$ cat config.mk
export PLATFORM = sky130hd
export DESIGN_NAME = ssgd_div
export DESIGN_NICKNAME = d
export VERILOG_FILES = /design/src/rtl/core/ssgd_pkg.sv /design/src/rtl/core/ssgd_div.sv
export SDC_FILE = /design/constraint.sdc
export NUM_CORES = 1
export LEC_CHECK = 0
export BUFFER_PORTS_ARGS = -buffer_cell sky130_fd_sc_hd__buf_2
export CORE_MARGIN = 8
export CORE_UTILIZATION = 45
export DETAILED_ROUTE_END_ITERATION = 6
export MAX_ROUTING_LAYER = met4
export PLACE_DENSITY_LB_ADDON = 0.15
export SYNTH_ARGS = -nofsm -noshare
export SYNTH_HDL_FRONTEND = slang
export SYNTH_SLANG_ARGS = --single-unit
$ cat constraint.sdc
create_clock -name i_clk -period 5.6 [get_ports i_clk]
set_input_delay 1.12 -clock i_clk [delete_from_list [all_inputs] [get_ports i_clk]]
set_output_delay 1.12 -clock i_clk [all_outputs]
set_load 0.05 [all_outputs]
$ cat src/rtl/core/ssgd_pkg.sv
// ----------------------------------------------------------------------------
// ssgd_pkg
// Shared widths, opcodes and helpers for the SGD pair-update engine.
// ----------------------------------------------------------------------------
package ssgd_pkg;

    localparam int NODE_W  = 10;               // node index width (1024 nodes)
    localparam int NODE_CNT = 1 << NODE_W;
    localparam int COORD_W = 32;               // Q16.16 coordinate
    localparam int MAG_W   = 33;               // floor(sqrt(sum of squares))
    localparam int SQ_W    = 2 * MAG_W;        // sum of squares
    localparam int DIFF_W  = COORD_W + 1;      // coordinate difference
    localparam int SH_W    = 34;               // shift magnitude
    localparam int Q_W     = 32;               // direction quotient
    localparam int MU_W    = 17;               // step size, up to 1.0
    localparam int MOVE_W  = 35;               // move magnitude
    localparam int EXT_W   = 37;               // coordinate plus move

    localparam logic [1:0] OP_WRITE = 2'd0;
    localparam logic [1:0] OP_READ  = 2'd1;
    localparam logic [1:0] OP_PAIR  = 2'd2;
    localparam logic [1:0] OP_CLOSE = 2'd3;

    localparam logic       CFG_DIMS   = 1'b0;
    localparam logic       CFG_THRESH = 1'b1;
    localparam logic [1:0] DIMS_3D    = 2'd3;
    localparam logic [1:0] DIMS_RESET = 2'd2;

    // clamp a widened coordinate back into the signed Q16.16 range
    function automatic logic [COORD_W-1:0] sat_coord(input logic [EXT_W-1:0] v);
        logic [COORD_W-1:0] res;
        if (!v[EXT_W-1] && (|v[EXT_W-2:COORD_W-1])) begin
            res = {1'b0, {(COORD_W-1){1'b1}}};
        end else if (v[EXT_W-1] && !(&v[EXT_W-2:COORD_W-1])) begin
            res = {1'b1, {(COORD_W-1){1'b0}}};
        end else begin
            res = v[COORD_W-1:0];
        end
        return res;
    endfunction

endpackage

$ cat src/rtl/core/ssgd_div.sv
// ----------------------------------------------------------------------------
// ssgd_div
// Restoring divider: q = (|d| << 31) / mag, one quotient bit per cycle.
// ----------------------------------------------------------------------------
module ssgd_div (
    input  logic                          i_clk,
    input  logic                          i_rst_n,
    input  logic                          i_start,
    input  logic [ssgd_pkg::COORD_W-1:0]  i_num,
    input  logic [ssgd_pkg::MAG_W-1:0]    i_den,
    output logic                          o_done,
    output logic [ssgd_pkg::Q_W-1:0]      o_quot
);

    logic [ssgd_pkg::MAG_W:0]     r_rem;
    logic [ssgd_pkg::Q_W-1:0]     r_lo;
    logic [ssgd_pkg::Q_W-1:0]     r_quot;
    logic [ssgd_pkg::MAG_W-1:0]   r_den;
    logic [4:0]                   r_cnt;
    logic                         r_run;
    logic                         r_done;
    logic [ssgd_pkg::MAG_W:0]     rem_sh;

    assign rem_sh = {r_rem[ssgd_pkg::MAG_W-1:0], r_lo[ssgd_pkg::Q_W-1]};

    always_ff @(posedge i_clk) begin
        if (!i_rst_n) begin
            r_run  <= 1'b0;
            r_done <= 1'b0;
            r_cnt  <= '0;
        end else begin
            r_done <= 1'b0;
            if (i_start) begin
                r_run <= 1'b1;
                r_cnt <= 5'(ssgd_pkg::Q_W - 1);
            end else if (r_run) begin
                r_cnt <= r_cnt - 5'd1;
                if (r_cnt == '0) begin
                    r_run  <= 1'b0;
                    r_done <= 1'b1;
                end
            end
        end
    end

    // dividend is num << 31: upper part seeds the remainder
    always_ff @(posedge i_clk) begin
        if (i_start) begin
            r_rem  <= {3'b000, i_num[ssgd_pkg::COORD_W-1:1]};
            r_lo   <= {i_num[0], 31'd0};
            r_den  <= i_den;
            r_quot <= '0;
        end else if (r_run) begin
            r_lo <= {r_lo[ssgd_pkg::Q_W-2:0], 1'b0};
            if (rem_sh >= {1'b0, r_den}) begin
                r_rem  <= rem_sh - {1'b0, r_den};
                r_quot <= {r_quot[ssgd_pkg::Q_W-2:0], 1'b1};
            end else begin
                r_rem  <= rem_sh;
                r_quot <= {r_quot[ssgd_pkg::Q_W-2:0], 1'b0};
            end
        end
    end

    assign o_done = r_done;
    assign o_quot = r_quot;

endmodule

==> flow_summary.json <==
{
  "wire_per_inst_um": 15.58,
  "postSynthAreaPerCell_um2": 9.934,
  "slowest_cp_cell": "sky130_fd_sc_hd__o31a_2",
  "firstDrtPassIters": 5,
  "timing.rr.start": "r_lo[31]$_SDFFCE_PN0P_",
  "grt_remaining_overflow": 0,
  "critical_path.max_fanout": 49,
  "initial_core_util_pct": 45.86,
  "antenna_found_initial": 0,
  "finalSetupViolations": 0,
  "rsz0062_at_grt": "no",
  "worstReg2RegEnd": "r_rem[9]$_DFFE_PP_",
  "hold_viol_final": 0,
  "cts.hold.buffers_added": 0,
  "hold_depth": 2,
  "num-nets-final": 799,
  "via_per_inst": 5.477,
  "clk_root_buffer_cell": "sky130_fd_sc_hd__clkbuf_16",
  "relative_slew_margins_pct": 26.50,
  "syn-num-nets": 713,
  "worst-r2r-setup-slack_ns": 1.32,
  "fin_setup_tns_ns": 0,
  "status": "finished clean",
  "floorplan.die.width_um": 131.9,
  "layout_min_cycle_time_ns": 4.281,
  "area_of_the_multi_input_gates_mm2": 0.002962,
  "antenna_violating_nets_post_route": 0,
  "drt_iter0_drc": 326,
  "gpl.final_weighted_congestion": 0.8947,
  "grt.met1_usage_pct": 20.42,
  "grt_most_used_layer": "met2",
  "route.detailed.drc": 0,
  "ys_warn_count": 0,
  "max_stage_delay_ns": 0.85,
  "holdPathEnd": "o_quot[31]$_SDFFE_PP0P_",
  "grt_max_degree": 96,
  "post_cts_resize_count": 0,
  "ys.flop_type": "sky130_fd_sc_hd__edfxtp_1",
  "slew_violations": 0,
  "globalRouteTotalUtil_pct": 16.28,
  "via_count_of_the_first_global_routing_pass": 4893,
  "drv_cap": 0,
  "irDropWorstVdd_v": 0.0002598,
  "via_count": 4798,
  "critical_path.cell_chain": "inv_1 > ha_1 > inv_1 > fa_1 > a21o_1 > a221oi_2 > o211ai_2 > a211o_1 > a2111oi_2 > o31a_2 > buf_4 > o311ai_0",
  "seqCellArea_mm2": 0.002774,
  "endpoint_kind": "flop",
  "worst-slew-pin-transition_ns": 1.103,
  "worst-r2r-cell-count": 12,
  "cp_common_cell": "sky130_fd_sc_hd__inv_1",
  "worstPathRequired_ns": 5.66,
  "finalCritPeriodShare_pct": 76.44,
  "fraction_of_final_layout_cells_with_drive_strength_greater_than_1_pct": 18.86,
  "timing_worst_setup_path_type": "flop to flop",
  "critical_path_arrival_ns": 4.34,
  "fin_skew_ns": 0.01251,
  "critPathLaunchType": "flop",
  "ys_async_sr_fraction_pct": 0,
  "synth-seq-area-share_pct": 45.83,
  "clock_h_tree_levels": 3,
  "fillers": 1210,
  "cts_inserted_buffers": 9,
  "cts_sinks": 106,
  "grt_use_met2_pct": 25.15,
  "floorplan.die.height_um": 131.9,
  "cts_tree": "yes",
  "maxClockFrequency_ghz": 0.2336,
  "postSynthCellCount": 609,
  "power.leakage_nw": 3.015,
  "synth_cell_types": 60,
  "min_from": "o_quot[31]$_SDFFE_PP0P_",
  "io_pins": 101,
  "flow.area_growth_from_synthesis_pct": 15.35,
  "cts.path.max_buffers": 2,
  "p_per_area_mw_per_mm2": 350.0,
  "cts.reportedPaths.clkPinSlew_ns": 0.08,
  "detailedPlacementHpwl_mm": 9.952,
  "synth.ff_latch_count": 106,
  "grt_first_pass_wirelength_mm": 22.93,
  "mappedNetlistArea_mm2": 0.006050,
  "antenna_cells_inserted": 0,
  "number_of_rows_in_the_core_area": 42,
  "post_synth_edffs": 65,
  "hold_path.class": "flop to flop",
  "clk-insertion-delay-late_ns": 0.36,
  "groute.layer.met3.usage_pct": 4.535,
  "dieArea_mm2": 0.01741,
  "buffer_ports.inserted": 100,
  "core_area_mm2": 0.01319,
  "cts_post_setup_buffers_inserted": 0,
  "totalWireLength_mm": 13.65,
  "totalPowerFinal_w": 0.002442
}
==> kinds of logic (layout without fill, tap and decap cells) <==
group	count (synthesis)	count (layout)	synth area share, %
DFF	106	106	45.83
buffers and inverters	79	170	5.233
adders and majority gates	36	36	7.570
xor gates and xnor gates	31	31	4.488
and+or+nand+nor	191	191	15.37
muxes	36	36	5.977
AOI/OAI and AO/OA	130	130	15.53
==> cells in the final DEF (no fill, tap or decap), drive strengths merged, types with 4 or more instances in the layout <==
cell    synthesis  final
buf            10    104
edfxtp         65     65
nor2           60     60
inv            50     54
nand2          52     52
dfxtp          41     41
mux2i          35     35
ha             35     35
a21oi          32     32
nand3b         24     24
o311ai         24     24
o21ai          19     19
xnor2          18     18
nor3           14     14
xor2           13     13
clkbuf         19     10
o21a            9      9
nand3           8      8
and3            6      6
a21o            6      6
nor4            5      5
o211ai          5      5
a211o           4      4
nor2b           4      4
nand2b          4      4
a221o           4      4
==> layout make-up <==
| type | count | share of cell area, % |
|---|---|---|
| Clock buffer | 10 | 3.586 |
| Tap cell | 176 | 3.156 |
| Clock inverter | 6 | 0.7352 |
| Timing Repair Buffer | 104 | 7.639 |
| Inverter | 50 | 2.690 |
| Multi-Input combinational cell | 424 | 42.44 |
| Sequential cell | 106 | 39.75 |
==> flip-flops by register name (all words and copies together), names as in the netlist <==
register and count:
o_done 1, o_quot 32, r_cnt 5, r_den 33, r_lo 1, r_rem 33
r_run 1
==> synth_stat cells (2+ instances only) <==
| master | count | area share, % |
|---|---|---|
| sky130_fd_sc_hd__a211o_1 | 4 | 0.58 |
| sky130_fd_sc_hd__a211oi_1 | 3 | 0.37 |
| sky130_fd_sc_hd__a21o_1 | 6 | 0.74 |
| sky130_fd_sc_hd__a21oi_1 | 32 | 2.6 |
| sky130_fd_sc_hd__a221o_1 | 4 | 0.66 |
| sky130_fd_sc_hd__a311oi_1 | 2 | 0.29 |
| sky130_fd_sc_hd__a31oi_1 | 2 | 0.21 |
| sky130_fd_sc_hd__and2_1 | 2 | 0.21 |
| sky130_fd_sc_hd__and3_1 | 6 | 0.62 |
| sky130_fd_sc_hd__buf_1 | 3 | 0.19 |
| sky130_fd_sc_hd__buf_2 | 4 | 0.33 |
| sky130_fd_sc_hd__buf_4 | 2 | 0.25 |
| sky130_fd_sc_hd__clkbuf_1 | 19 | 1.2 |
| sky130_fd_sc_hd__dfxtp_1 | 41 | 14 |
| sky130_fd_sc_hd__edfxtp_1 | 65 | 32 |
| sky130_fd_sc_hd__ha_1 | 35 | 7.2 |
| sky130_fd_sc_hd__inv_1 | 50 | 3.1 |
| sky130_fd_sc_hd__mux2i_1 | 35 | 5.8 |
| sky130_fd_sc_hd__nand2_1 | 52 | 3.2 |
| sky130_fd_sc_hd__nand2b_1 | 4 | 0.41 |
| sky130_fd_sc_hd__nand3_1 | 8 | 0.66 |
| sky130_fd_sc_hd__nand3b_1 | 24 | 3.0 |
| sky130_fd_sc_hd__nand4_1 | 3 | 0.31 |
| sky130_fd_sc_hd__nor2_1 | 60 | 3.7 |
| sky130_fd_sc_hd__nor2b_1 | 4 | 0.41 |
| sky130_fd_sc_hd__nor3_1 | 14 | 1.2 |
| sky130_fd_sc_hd__nor4_1 | 5 | 0.52 |
| sky130_fd_sc_hd__o211ai_1 | 4 | 0.50 |
| sky130_fd_sc_hd__o21a_1 | 9 | 1.1 |
| sky130_fd_sc_hd__o21ai_0 | 19 | 1.6 |
| sky130_fd_sc_hd__o21bai_1 | 2 | 0.25 |
| sky130_fd_sc_hd__o311ai_0 | 24 | 3.5 |
| sky130_fd_sc_hd__o31a_1 | 2 | 0.29 |
| sky130_fd_sc_hd__o31ai_1 | 2 | 0.25 |
| sky130_fd_sc_hd__or2_2 | 3 | 0.31 |
| sky130_fd_sc_hd__or4b_2 | 2 | 0.33 |
| sky130_fd_sc_hd__xnor2_1 | 18 | 2.6 |
| sky130_fd_sc_hd__xor2_1 | 13 | 1.9 |
==> critical path, delay by kind of cell (launching register included) <==
family,cells,cell delay (ns)
compound gates,7,2.59
fa+ha+maj,2,0.55
buf+inv,3,0.47
flops,1,0.36
==> routing by layer <==
| layer | vias to the layer above | part of all wire [%] |
|---|---|---|
| li1 | 2392 | - |
| met1 | 2265 | 46 |
| met2 | 128 | 47 |
| met3 | 13 | 6.0 |
| met4 | 0 | 1.2 |
| met5 | - | 0 |
==> report_power, final <==
| part | internal (W) | leakage, nW | switching (W) |
|---|---|---|---|
| Clock | 0.000337 | 0.151 | 0.000312 |
| Sequential | 0.000927 | 0.984 | 0.0000531 |
| Combinational | 0.000343 | 1.88 | 0.000469 |
| Total | 0.00161 | 3.02 | 0.000835 |
==> how the worst max path moves through the flow <==
| stage | from | end | depth (start not counted) |
|---|---|---|---|
| 4_1_cts | r_lo[31]$_SDFFCE_PN0P_ | r_rem[9]$_DFFE_PP_ | 12 |
| 3_5_place_dp | r_lo[31]$_SDFFCE_PN0P_ | r_rem[14]$_DFFE_PP_ | 12 |
| 3_3_place_gp | r_lo[31]$_SDFFCE_PN0P_ | r_rem[15]$_DFFE_PP_ | 12 |
| 6_report | r_lo[31]$_SDFFCE_PN0P_ | r_rem[9]$_DFFE_PP_ | 12 |
| 2_1_floorplan | r_lo[31]$_SDFFCE_PN0P_ | r_rem[30]$_DFFE_PP_ | 14 |
| 5_1_grt | r_lo[31]$_SDFFCE_PN0P_ | r_rem[9]$_DFFE_PP_ | 12 |
==> per-stage QoR <==
stage / setup slack [ns] / instances / util [%] / hold WS [ns] / instance area (um2)
6_report: 1.319 / 876 / 52.90 / 0.5107 / 6978
5_1_grt: 0.9999 / 876 / 52.90 / 0.5394 / 6978
4_1_cts: 1.303 / 876 / 52.90 / 0.5142 / 6978
3_5_place_dp: 1.315 / 860 / 50.62 / 0.4895 / 6676
3_3_place_gp: 1.471 / 860 / 50.62 / 0.4731 / 6676
2_1_floorplan: 2.239 / 609 / - / 0.4593 / 6050
No activity file was read; power rests on OpenSTA's default activity.
