### src/rtl/core/ssgd_pkg.sv
// ----------------------------------------------------------------------------
// ssgd_pkg
// Shared widths, opcodes and helpers for the SGD pair-update engine.
// ----------------------------------------------------------------------------
package ssgd_pkg;

    localparam int NODE_W  = 10;               // node index width (1024 nodes)
    localparam int NODE_CNT = 1 << NODE_W;
    localparam int COORD_W = 32;               // Q16.16 coordinate
    localparam int MAG_W   = 33;               // floor(sqrt(sum of squares))
    localparam int SQ_W    = 2 * MAG_W;        // sum of squares
    localparam int DIFF_W  = COORD_W + 1;      // coordinate difference
    localparam int SH_W    = 34;               // shift magnitude
    localparam int Q_W     = 32;               // direction quotient
    localparam int MU_W    = 17;               // step size, up to 1.0
    localparam int MOVE_W  = 35;               // move magnitude
    localparam int EXT_W   = 37;               // coordinate plus move

    localparam logic [1:0] OP_WRITE = 2'd0;
    localparam logic [1:0] OP_READ  = 2'd1;
    localparam logic [1:0] OP_PAIR  = 2'd2;
    localparam logic [1:0] OP_CLOSE = 2'd3;

    localparam logic       CFG_DIMS   = 1'b0;
    localparam logic       CFG_THRESH = 1'b1;
    localparam logic [1:0] DIMS_3D    = 2'd3;
    localparam logic [1:0] DIMS_RESET = 2'd2;

    // clamp a widened coordinate back into the signed Q16.16 range
    function automatic logic [COORD_W-1:0] sat_coord(input logic [EXT_W-1:0] v);
        logic [COORD_W-1:0] res;
        if (!v[EXT_W-1] && (|v[EXT_W-2:COORD_W-1])) begin
            res = {1'b0, {(COORD_W-1){1'b1}}};
        end else if (v[EXT_W-1] && !(&v[EXT_W-2:COORD_W-1])) begin
            res = {1'b1, {(COORD_W-1){1'b0}}};
        end else begin
            res = v[COORD_W-1:0];
        end
        return res;
    endfunction

endpackage

### src/rtl/core/ssgd_sqrt.sv
// ----------------------------------------------------------------------------
// ssgd_sqrt
// Restoring integer square root, one result bit per cycle.
// ----------------------------------------------------------------------------
module ssgd_sqrt (
    input  logic                         i_clk,
    input  logic                         i_rst_n,
    input  logic                         i_start,
    input  logic [ssgd_pkg::SQ_W-1:0]    i_rad,
    output logic                         o_done,
    output logic [ssgd_pkg::MAG_W-1:0]   o_root
);

    logic [ssgd_pkg::SQ_W-1:0]  r_rad;
    logic [ssgd_pkg::MAG_W+2:0] r_rem;
    logic [ssgd_pkg::MAG_W-1:0] r_root;
    logic [5:0]                 r_cnt;
    logic                       r_run;
    logic                       r_done;
    logic [ssgd_pkg::MAG_W+2:0] rem_sh;
    logic [ssgd_pkg::MAG_W+2:0] trial;

    assign rem_sh = {r_rem[ssgd_pkg::MAG_W:0], r_rad[ssgd_pkg::SQ_W-1 -: 2]};
    assign trial  = {1'b0, r_root, 2'b01};

    always_ff @(posedge i_clk) begin
        if (!i_rst_n) begin
            r_run  <= 1'b0;
            r_done <= 1'b0;
            r_cnt  <= '0;
        end else begin
            r_done <= 1'b0;
            if (i_start) begin
                r_run <= 1'b1;
                r_cnt <= 6'(ssgd_pkg::MAG_W - 1);
            end else if (r_run) begin
                r_cnt <= r_cnt - 6'd1;
                if (r_cnt == '0) begin
                    r_run  <= 1'b0;
                    r_done <= 1'b1;
                end
            end
        end
    end

    always_ff @(posedge i_clk) begin
        if (i_start) begin
            r_rad  <= i_rad;
            r_rem  <= '0;
            r_root <= '0;
        end else if (r_run) begin
            r_rad <= {r_rad[ssgd_pkg::SQ_W-3:0], 2'b00};
            if (rem_sh >= trial) begin
                r_rem  <= rem_sh - trial;
                r_root <= {r_root[ssgd_pkg::MAG_W-2:0], 1'b1};
            end else begin
                r_rem  <= rem_sh;
                r_root <= {r_root[ssgd_pkg::MAG_W-2:0], 1'b0};
            end
        end
    end

    assign o_done = r_done;
    assign o_root = r_root;

endmodule

### config.mk
export PLATFORM = sky130hd
export DESIGN_NAME = ssgd_sqrt
export DESIGN_NICKNAME = d
export VERILOG_FILES = /design/src/rtl/core/ssgd_pkg.sv /design/src/rtl/core/ssgd_sqrt.sv
export SDC_FILE = /design/constraint.sdc
export NUM_CORES = 1
export LEC_CHECK = 0
export BUFFER_PORTS_ARGS = -buffer_cell sky130_fd_sc_hd__buf_2
export CAP_MARGIN = 5
export CELL_PAD_IN_SITES_DETAIL_PLACEMENT = 1
export CELL_PAD_IN_SITES_GLOBAL_PLACEMENT = 1
export CORE_MARGIN = 1
export CORE_UTILIZATION = 41
export DETAILED_ROUTE_END_ITERATION = 8
export HOLD_SLACK_MARGIN = 0.05
export PLACE_DENSITY_LB_ADDON = 0.1
export RECOVER_POWER = 25
export SYNTH_ARGS = -nofsm -noshare
export SYNTH_HDL_FRONTEND = slang
export SYNTH_SLANG_ARGS = --single-unit
### constraint.sdc
create_clock -name i_clk -period 2.5 [get_ports i_clk]
set_input_delay 0.25 -clock i_clk [delete_from_list [all_inputs] [get_ports i_clk]]
set_output_delay 0.25 -clock i_clk [all_outputs]
set_load 0.03 [all_outputs]
==> summary.md, run 1 <==
| Metric | Value |
|---|---|
| Worst-Margin Slew | `1271 ps` |
| Routed length per instance | `18.19 um` |
| Core area | `18710 sq um` |
| Via density | `5.437` |
| DRC | `0` |
| Iteration-0 DRC Markers | `254` |
| Num CTS Buffers | `17` |
| Hpwl dp | `14870 um` |
| CTS max path bufs | `2` |
| Synth area leader | `edfxtp_1` |
| Tot Pwr | `15170 uW` |
| 1st-pass router iterations | `4` |
| Worst skew pair latency | `430 ps` |
| Vias | `6742` |
| Post-Syn Area | `7849 sq um` |
| Starting Density | `41.96%` |
| Worst-case reg-to-reg path depth | `11` |
| Minimum clock period | `2567 ps` |
| Top_reg_cell synth | `dfxtp_1` |
| Tcrit/Tclk final | `102.7%` |
| Root buffer cell | `clkbuf_16` |
| Worst-path clk slew | `70 ps` |
| Post-Route WL | `22560 um` |
| Power density cells | `1383 nW/um^2` |
| Arr. time, crit path | `2910 ps` |
| CP Capture Type | `flop` |
| Clock sink total | `141` |
| Post-synthesis register bit count | `141` |
| Initial antenna violation count | `0` |
| WHS Endpoint | `r_cnt[5]` |
| R2r setup slk | `-70 ps` |
| Synth-to-Final Area Change | `39.76%` |
| Worst min-delay path category | `in -> reg` |
| I/O Buffers | `102` |
| Finish-stage setup viols | `17` |
| Worst r2r dst | `r_rem[4]` |
| Hold depth | `2` |
| Cell row count | `50` |
| Max cap viols | `0` |
| ANT nets after route | `0` |
| Setup crit start kind | `flop` |
| Setup_tns | `-585.6 ps` |
| Synth area leaders | `edfxtp_1 (25%), dfxtp_1 (19%), mux2_2 (9.2%)` |
| EDFF count, synth | `66` |
| Critical hold path startpoint | `i_rst_n` |
| Total track usage | `22.92%` |
| Unrepaired setup endpoints after global routing | `yes` |
| Static Leakage | `0.004516 uW` |
| Synth Instances | `776` |
| Peak Freq | `0.3896 GHz` |
| Worst Path Required | `2840 ps` |
| Hold Violations, Final | `0` |
| Slew Viols, Final | `0` |
| R2R Path Start | `o_root[5]` |
| Worst Setup Path Type | `reg -> reg` |
| Placed insts | `1177` |
| Status | `finished, violations left` |
| Fillers | `2039` |
| Layout cells sized above 1 | `47.61%` |
| Final nets | `1099` |
| Yosys warning count | `0` |
| Failing checks | `negative setup slack` |
| Clock skew | `8.999 ps` |
| Top post-synthesis cells by count | `nor2_1 (80), dfxtp_1 (75), edfxtp_1 (66), mux2_2 (64), nand2_1 (52)` |
| Die area | `19700 sq um` |
| Die W | `140.4 um` |
| CP max FO | `7` |
| Layout Cells excl Fill | `1240` |
| Setup ws final | `-66.63 ps` |
| Vias in the first global route | `7290` |
| FFs w/ async S/R, synth | `0%` |
| Ports | `103` |
| Most frequent cell after synthesis | `nor2_1` |
| Synth cell types | `63` |
| Post-synth top area share | `25.25%` |
| Htree depth | `4` |
| Pin count of the biggest net entering global routing | `134` |
| Final Hold Slack | `63.30 ps` |
| First-pass GRT wire length | `35870 um` |
| Syn nets | `882` |
| CTS tree | `done` |
| Post-synthesis sequential area ratio | `44.38%` |
| GPL Wtd Cong | `0.8768` |
| ANT cells | `0` |
| Worst vdd ir | `1.233 mV` |
| GRT overflow | `0` |
| Die Y | `140.4 um` |
| Syn Area/Cell | `10.11 sq um` |
| Rel. slew slack | `14.93%` |
==> through the flow <==
step | instance area [sq um] | setup WS [ps] | util [%]
after detailed placement | 9542 | -211.7 | 51.01
after global placement | 9542 | -80.52 | 51.01
final | 10970 | -66.63 | 58.64
after CTS | 10340 | -94.57 | 55.28
after floorplan | 8104 | -44.47 | -
after global routing | 10970 | -148.7 | 58.64
==> where the power goes <==
part	switching [uW]	internal [uW]
Clock	1130	1410
Sequential	220	2730
Combinational	4760	4900
==> layer usage <==
metal | vias to the layer above | GRT usage [%] | part of all wire, %
met2 | 128 | 41.66 | 52
met1 | 3310 | 26.22 | 42
li1 | 3263 | - | -
met5 | - | 0 | 0
met4 | 0 | 8.444 | 2.1
met3 | 41 | 5.060 | 3.7
==> logic make-up after synthesis <==
kind of cell,count (synthesis),synth area share [%]
flip-flops,141,44.38
AND/OR/NAND/NOR,206,12.40
AO/OA/AOI/OAI,159,13.63
adder cells (fa/ha/maj),37,5.898
XOR/XNOR,31,3.459
buffers and inverters,87,4.543
multiplexers,115,15.69
==> worst max-delay path by stage <==
| stage | from | endpoint | depth (start not counted) | slack [ps] |
|---|---|---|---|---|
| 6_report | o_root[5] | r_rem[4] | 11 | -70 |
| 5_1_grt | o_root[3] | r_rem[9] | 11 | -150 |
| 4_1_cts | o_root[9] | r_rem[18] | 10 | -90 |
| 3_5_place_dp | o_root[9] | r_rem[18] | 8 | -210 |
| 3_3_place_gp | o_root[9] | r_rem[30] | 10 | -80 |
| 2_1_floorplan | o_root[19] | r_rem[17] | 13 | -40 |
==> placed cells by master, fill, tap and decap left out, types with 10 or more instances in the layout <==
master	count
o21ai_1	11
mux2i_1	47
ha_4	23
mux2_2	64
o211ai_1	16
dfxtp_1	42
a211oi_1	13
dfxtp_4	13
a21oi_1	22
edfxtp_1	66
nand2_1	43
xor2_1	16
ha_1	12
a21oi_2	10
a21o_1	11
nor3_1	11
nand4_1	11
xnor2_1	15
nor2_1	77
clkbuf_16	19
inv_1	35
dfxtp_2	20
buf_2	101
o21ai_0	12
buf_4	129
==> what timing repair did <==
item                       4_1_cts  5_1_grt
cloned                           0        2
pin swaps                        9       49
hold buffers                     0        0
buffers inserted                 9       21
setup endpoints to repair       32       34
gates resized for setup         30       94
==> sequential cells by signal (all words and copies together) (netlist names) <==
register and flops:
o_done 1, o_root 33, r_cnt 6, r_rad 66
r_rem 34, r_run 1
==> layout make-up <==
cell class / count / area [sq um] / area share (%)
clock buffers: 18 / 429.2 / 3.912
clock inverters: 14 / 150.1 / 1.369
inverters: 44 / 168.9 / 1.540
multi-input cells: 548 / 4698 / 42.83
flip-flops and latches: 141 / 3557 / 32.43
well taps: 234 / 292.8 / 2.669
repair buffers: 241 / 1673 / 15.25
==> worst max-delay path, stage by stage (launching register included) <==
cell	delay, ps
dfxtp_4	350
inv_1	60
ha_4	260
nand2_1	90
o21ai_2	60
a2111o_1	470
o21ai_4	220
a21oi_4	100
or2_4	330
buf_12	170
mux2i_4	190
a211oi_2	170
Note: power is estimated with default switching activity, not from simulation.
==> run 2: changes to the inputs <==
--- a/config.mk
+++ b/config.mk
@@ -5,7 +5,7 @@
 export SDC_FILE = /design/constraint.sdc
 export NUM_CORES = 1
 export LEC_CHECK = 0
-export BUFFER_PORTS_ARGS = -buffer_cell sky130_fd_sc_hd__buf_2
+export BUFFER_PORTS_ARGS = -buffer_cell sky130_fd_sc_hd__buf_4
 export CAP_MARGIN = 5
 export CELL_PAD_IN_SITES_DETAIL_PLACEMENT = 1
 export CELL_PAD_IN_SITES_GLOBAL_PLACEMENT = 1
==> run 2 against run 1 <==
The flow still finishes with violations (negative setup slack). Power is 5.8% higher. Critical path depth is 2 higher. Via count is 3.5% higher. Maximum frequency is 4.1% lower. Worst setup slack worse by 110 ps. Register-to-register slack worse by 110 ps. Wire length is 11% higher. Critical path type unchanged. Highest routed layer unchanged.
==> summary.md, run 2 (synthesis results as in run 1) <==
| Metric | Value |
|---|---|
| Status | `finished, violations left (unchanged)` |
| Failing checks | `negative setup slack (unchanged)` |
| Routed length per instance | `20.01 um (was 18.19 um)` |
| Pin count of the biggest net entering global routing | `134 (unchanged)` |
| Htree depth | `4 (unchanged)` |
| DRC | `0 (unchanged)` |
| Most Crowded Layer GR | `met2 (unchanged)` |
| Sw Pwr | `6725 uW (was 6117 uW)` |
| Root buffer cell | `clkbuf_16 (unchanged)` |
| Most flop-heavy register | `r_rad (unchanged)` |
| Post-Route WL | `25130 um (was 22560 um)` |
| Worst-Margin Slew | `1246 ps (was 1271 ps)` |
| Layout Cells excl Fill | `1256 (was 1240)` |
| Static Leakage | `0.004684 uW (was 0.004516 uW)` |
| First-pass GRT wire length | `38420 um (was 35870 um)` |
| 1st-pass router iterations | `4 (unchanged)` |
| Peak Freq | `0.3737 GHz (was 0.3896 GHz)` |
| Max cap viols | `0 (unchanged)` |
| Power share of the clock group | `16.0% (was 16.8%)` |
| Vias in the first global route | `7703 (was 7290)` |
| CTS max path bufs | `2 (unchanged)` |
| Arr. time, crit path | `3000 ps (was 2910 ps)` |
| Total track usage | `24.62% (was 22.92%)` |
| Rel. slew slack | `16.63% (was 14.93%)` |
| Via density | `5.555 (was 5.437)` |
| Minimum clock period | `2676 ps (was 2567 ps)` |
| Max FFs per register | `66 (unchanged)` |
| Hpwl dp | `15220 um (was 14870 um)` |
| Initial antenna violation count | `0 (unchanged)` |
| Area of the multi-input gates | `4800 sq um (was 4698 sq um)` |
| Clock skew | `8.584 ps (was 8.999 ps)` |
| Comb power frac | `65.6% (was 63.7%)` |
| Setup ws final | `-175.8 ps (was -66.63 ps)` |
| CTS tree | `done (unchanged)` |
| GRT overflow | `0 (unchanged)` |
| Ports | `103 (unchanged)` |
| Worst skew pair latency | `440 ps (was 430 ps)` |
| Worst vdd ir | `0.9166 mV (was 1.233 mV)` |
| Hold Violations, Final | `0 (unchanged)` |
| P_int | `9318 uW (was 9049 uW)` |
| ANT nets after route | `0 (unchanged)` |
| Synth-to-Final Area Change | `46.44% (was 39.76%)` |
| Setup crit start kind | `flop (unchanged)` |
| CP Capture Type | `flop (unchanged)` |
| Most frequent cells in the layout | `buf_4 (239), nor2_1 (77), edfxtp_1 (66) (was buf_4 (129), buf_2 (101), nor2_1 (77))` |
| Register share of total power | `18.4% (was 19.5%)` |
| Final nets | `1115 (was 1099)` |
| Register Area | `3555 sq um (was 3557 sq um)` |
| Fillers | `1968 (was 2039)` |
| Setup_tns | `-2445 ps (was -585.6 ps)` |
| Finish-stage setup viols | `30 (was 17)` |
| Num CTS Buffers | `17 (unchanged)` |
| Clock sink total | `141 (unchanged)` |
| Starting Density | `41.96% (unchanged)` |
| Die Y | `140.4 um (unchanged)` |
| Worst-path clk slew | `70 ps (about the same)` |
| I/O Buffers | `102 (unchanged)` |
| GRT met3 Usage | `4.718% (was 5.060%)` |
| Slew Viols, Final | `0 (unchanged)` |
| Unrepaired setup endpoints after global routing | `yes (unchanged)` |
| ANT cells | `0 (unchanged)` |
| Worst Path Required | `2830 ps (was 2840 ps)` |
| Iteration-0 DRC Markers | `270 (was 254)` |
| Cell row count | `50 (unchanged)` |
| Tcrit/Tclk final | `107.0% (was 102.7%)` |
| Vias | `6977 (was 6742)` |
| Worst Setup Path Type | `reg -> reg (unchanged)` |
| Core area | `18710 sq um (unchanged)` |
| GR Util met2 | `45.89% (was 41.66%)` |
| Worst min-delay path category | `in -> reg (unchanged)` |
| Layout cells sized above 1 | `48.63% (was 47.61%)` |
| Placed insts | `1190 (was 1177)` |
| GPL Wtd Cong | `0.8867 (was 0.8768)` |
| Die W | `140.4 um (unchanged)` |
| Sw frac | `41.92% (was 40.33%)` |
| CP max FO | `4 (was 7)` |
| Power density cells | `1396 nW/um^2 (was 1383 nW/um^2)` |
| Die area | `19700 sq um (unchanged)` |
| Commonest non-fill, non-tap cell in the layout | `buf_4 (unchanged)` |
| Met1 Use GR | `26.95% (was 26.22%)` |
-- run 2: routing by layer --
metal | vias up | part of all wire (%)
met5 | - | 0
li1 | 3299 | -
met2 | 163 | 53
met4 | 0 | 3.9
met3 | 63 | 4.0
met1 | 3452 | 39
-- run 2: worst paths after layout --
| path | start | to | slack (ps) | cells after the start |
|---|---|---|---|---|
| max | o_root[7] | r_rem[18] | -180 | 13 |
| min | i_rad[0] | r_rad[0] | 100 | 2 |
| max reg2reg | o_root[7] | r_rem[18] | -180 | 13 |
| min reg2reg | r_cnt[0] | r_cnt[0] | 490 | 2 |
-- run 2: critical path, stage by stage, from the launching register on --
cell	delay [ps]
dfxtp_2	330
inv_2	50
ha_4	270
buf_6	120
buf_6	90
o21a_1	170
o21ai_2	90
nor3_4	220
o21ai_4	110
a21oi_4	200
buf_12	130
nor2_4	40
or4_4	430
a311oi_4	300
-- run 2: layout make-up --
type                    instances  share of cell area, %
clock buffers                  17                  3.701
clock inverters                15                  1.426
inverters                      44                  1.491
multi-input cells             548                  41.76
flip-flops and latches        141                  30.93
well taps                     234                  2.547
repair buffers                257                  18.15
-- run 2: timing repair --
action / CTS / global route
setup endpoints to repair: 31 / 34
resized for setup: 56 / 85
gates cloned: 1 / 1
setup buffers: 29 / 9
pin swaps: 24 / 41
hold endpoints to repair: 1 / 0
hold buffers: 1 / 0
-- run 2: power by group through the flow --
| stage | Sequential, uW | Combinational [uW] | Clock (uW) |
|---|---|---|---|
| floorplan | 2920 | 4840 | 0 |
| global placement | 2930 | 7070 | 0 |
| detailed placement | 2950 | 7210 | 0 |
| CTS | 2920 | 8550 | 2600 |
| global route | 2990 | 11000 | 2680 |
| finish | 2960 | 10500 | 2560 |
-- run 2: per-stage QoR --
step	total power (uW)	setup WS (ps)	instance area (sq um)	util (%)	hold WS (ps)
5_1_grt	16700	-266.4	11490	61.44	106.8
4_1_cts	14080	-120.0	10970	58.67	94.50
6_report	16040	-175.8	11490	61.44	101.5
3_5_place_dp	10160	-266.8	9879	52.82	475.4
3_3_place_gp	9997	-54.68	9879	52.82	455.9
2_1_floorplan	7757	-44.47	8104	-	367.5
==> run 3: changes to the inputs <==
--- a/config.mk
+++ b/config.mk
@@ -10,7 +10,7 @@
 export CELL_PAD_IN_SITES_DETAIL_PLACEMENT = 1
 export CELL_PAD_IN_SITES_GLOBAL_PLACEMENT = 1
 export CORE_MARGIN = 1
-export CORE_UTILIZATION = 41
+export CORE_UTILIZATION = 49
 export DETAILED_ROUTE_END_ITERATION = 8
 export HOLD_SLACK_MARGIN = 0.05
 export PLACE_DENSITY_LB_ADDON = 0.1
==> constraint.sdc (replaced) <==
create_clock -name i_clk -period 3.4 [get_ports i_clk]
set_input_delay 0.34 -clock i_clk [delete_from_list [all_inputs] [get_ports i_clk]]
set_output_delay 0.34 -clock i_clk [all_outputs]
set_load 0.03 [all_outputs]
==> run 3 against run 2 <==
The run ends with max-capacitance violations, max-slew violations left. Die area down 16%. First-iteration DRC count fell by 3.0%. Sequential power is 27% lower. Clock power fell by 30%. Final cell count fell by 14%. Power decreased by 49%. Clock-buffer cell count unchanged. Maximum frequency fell by 14%. Non-clock buffer count decreased by 147. Combinational power down 59%. Largest cell class unchanged.
==> summary.md, run 3 (synthesis results as in run 1) <==
| Metric | Value |
|---|---|
| Final nets | `968 (was 1115)` |
| Worst r2r dst | `r_rem[5] (was r_rem[18])` |
| Worst Path Required | `3670 ps (was 2830 ps)` |
| Arr. time, crit path | `3380 ps (was 3000 ps)` |
| Num CTS Buffers | `17 (unchanged)` |
| Die W | `128.6 um (was 140.4 um)` |
| CTS tree | `done (unchanged)` |
| Clock sink total | `141 (unchanged)` |
| Static Leakage | `0.003757 uW (was 0.004684 uW)` |
| Ports | `103 (unchanged)` |
| Most flop-heavy register | `r_rad (unchanged)` |
| Fillers | `1685 (was 1968)` |
| Design Area, Final | `9305 sq um (was 11490 sq um)` |
| Status | `finished, violations left (unchanged)` |
| Worst-path clk slew | `60 ps (was 70 ps)` |
| Commonest non-fill, non-tap cell in the layout | `buf_4 (unchanged)` |
| R2r setup slk | `290 ps (was -180 ps)` |
| Rel. slew slack | `-71.57% (was 16.63%)` |
| GPL Wtd Cong | `0.8764 (was 0.8867)` |
| Finish-stage setup viols | `0 (was 30)` |
| Setup_tns | `0 ps (was -2445 ps)` |
| Cell row count | `45 (was 50)` |
| Root buffer cell | `clkbuf_16 (unchanged)` |
| Failing checks | `max-capacitance violations, max-slew violations (was negative setup slack)` |
| Most frequent cells in the layout | `buf_4 (108), nor2_1 (80), dfxtp_1 (74) (was buf_4 (239), nor2_1 (77), edfxtp_1 (66))` |
| Worst vdd ir | `0.5948 mV (was 0.9166 mV)` |
| Initial antenna violation count | `0 (unchanged)` |
| Worst Setup Path Type | `reg -> reg (unchanged)` |
| DP Area | `8763 sq um (was 9879 sq um)` |
| ANT nets after route | `0 (unchanged)` |
| Minimum clock period | `3107 ps (was 2676 ps)` |
| Iteration-0 DRC Markers | `262 (was 270)` |
| # resized after CTS | `0 (was 56)` |
| Slew Viols, Final | `134 (was 0)` |
| Die area | `16530 sq um (was 19700 sq um)` |
| Pin count of the biggest net entering global routing | `134 (unchanged)` |
| Htree depth | `4 (unchanged)` |
| I/O Buffers | `102 (unchanged)` |
| Critical hold path startpoint | `i_rst_n (was i_rad[0])` |
| Total track usage | `24.99% (was 24.62%)` |
| WHS Endpoint | `r_cnt[5] (was r_rad[0])` |
| # hold bufs at CTS | `0 (was 1)` |
| Core area | `15430 sq um (was 18710 sq um)` |
| 1st-pass router iterations | `4 (unchanged)` |
| Place WS | `156.7 ps (was -266.8 ps)` |
| Vias in the first global route | `6611 (was 7703)` |
| CP max stage cell | `or2_4 (was or4_4)` |
| Layout cells sized above 1 | `24.83% (was 48.63%)` |
| GRT overflow | `0 (unchanged)` |
| Die Y | `128.6 um (was 140.4 um)` |
| CP cell instances | `inv_1 -> ha_1 -> a21oi_1 -> o21ai_1 -> a21o_1 -> a221oi_1 -> o21ai_2 -> or2_4 -> mux2i_1 -> a211oi_1 (was inv_2 -> ha_4 -> buf_6 -> buf_6 -> o21a_1 -> o21ai_2 -> nor3_4 -> o21ai_4 -> a21oi_4 -> buf_12 -> nor2_4 -> or4_4 -> a311oi_4)` |
| Worst min-delay path category | `in -> reg (unchanged)` |
| Clock skew | `11.37 ps (was 8.584 ps)` |
| CTS max path bufs | `2 (unchanged)` |
| ANT cells | `0 (unchanged)` |
| Peak Freq | `0.3218 GHz (was 0.3737 GHz)` |
| Max FFs per register | `66 (unchanged)` |
| Worst-Margin Slew | `2574 ps (was 1246 ps)` |
| Area of the multi-input gates | `4011 sq um (was 4800 sq um)` |
| Routed length per instance | `18.03 um (was 20.01 um)` |
| Tcrit/Tclk final | `91.40% (was 107.0%)` |
| Worst skew pair latency | `430 ps (was 440 ps)` |
| R2R Path Start | `o_root[19] (was o_root[7])` |
| Post-Route WL | `19570 um (was 25130 um)` |
| Critical path's top delay family | `compound AO/OA/AOI/OAI gates (unchanged)` |
| DRC | `0 (unchanged)` |
| Synth-to-Final Area Change | `18.56% (was 46.44%)` |
| Vias | `6139 (was 6977)` |
| Starting Density | `50.88% (was 41.96%)` |
| Via density | `5.658 (was 5.555)` |
| Hold Violations, Final | `0 (unchanged)` |
| Register Area | `3487 sq um (was 3555 sq um)` |
| First-pass GRT wire length | `32220 um (was 38420 um)` |
| Max cap viols | `1 (was 0)` |
| Post-CTS Repair Setup Buffers | `0 (was 29)` |
| Post-route core utilization | `60.32% (was 61.44%)` |
| Hpwl dp | `13590 um (was 15220 um)` |
| Unrepaired setup endpoints after global routing | `no (was yes)` |
| Worst-case reg-to-reg path depth | `10 (was 13)` |
| CP Capture Type | `flop (unchanged)` |
| Setup crit start kind | `flop (unchanged)` |
| Hold depth | `2 (unchanged)` |
| Setup ws final | `292.5 ps (was -175.8 ps)` |
| Worst Path Buf+Inv | `1 (was 4)` |
| Slowest stage delay, CP | `430 ps (about the same)` |
| CP max FO | `24 (was 4)` |
| Power density cells | `887.0 nW/um^2 (was 1396 nW/um^2)` |
run 3: cell count changes in the layout (fill, tap and decap cells not counted), sizes merged:
| cell | change |
|---|---|
| inv | -2 |
| bufinv | +1 |
| buf | -146 |
| dlygate4sd3 | -1 |
run 3: power by group:
group	internal [uW]	switching [uW]	total [uW]
Clock	1020	762	1780
Sequential	2020	144	2160
Combinational	1770	2550	4320
run 3: worst max-delay path by stage:
stage               start   endpoint  slack [ps]  depth (start not counted)
5_1_grt        o_root[19]   r_rem[5]          50                         10
3_5_place_dp   o_root[15]  r_rem[10]         160                         10
6_report       o_root[19]   r_rem[5]         290                         10
4_1_cts        o_root[19]   r_rem[5]          90                         10
3_3_place_gp   o_root[15]  r_rem[10]         300                         10
2_1_floorplan  o_root[19]  r_rem[17]         480                         13
run 3: metrics by stage:
stage	hold WS [ps]	power, uW	std cells
after detailed placement	479.5	6419	1054
after global routing	140.5	8774	1085
final	149.2	8254	1085
after global placement	456.0	6277	1054
after floorplan	444.5	5464	776
after CTS	134.6	8255	1085
run 3: final cells by class:
type / instances / share of cell area [%]
repair buffers: 110 / 8.807
inverters: 44 / 1.775
clock buffers: 17 / 4.572
clock inverters: 14 / 1.425
well taps: 211 / 2.837
flip-flops and latches: 141 / 37.47
multi-input cells: 548 / 43.11
run 3: worst reg2reg max path, stage by stage, from the launching register on:
cell and delay [ps]:
dfxtp_1 360, inv_1 70, ha_1 400, a21oi_1 300, o21ai_1 140, a21o_1 200, a221oi_1 370, o21ai_2 160
or2_4 430, mux2i_1 200, a211oi_1 340
run 3: metal layers:
metal	wire (um)	vias to the layer above	track usage, %
met5	0	-	0
met4	350	0	9.066
met3	843	23	6.445
met2	10160	108	45.60
met1	8216	3016	27.97
li1	-	2992	-
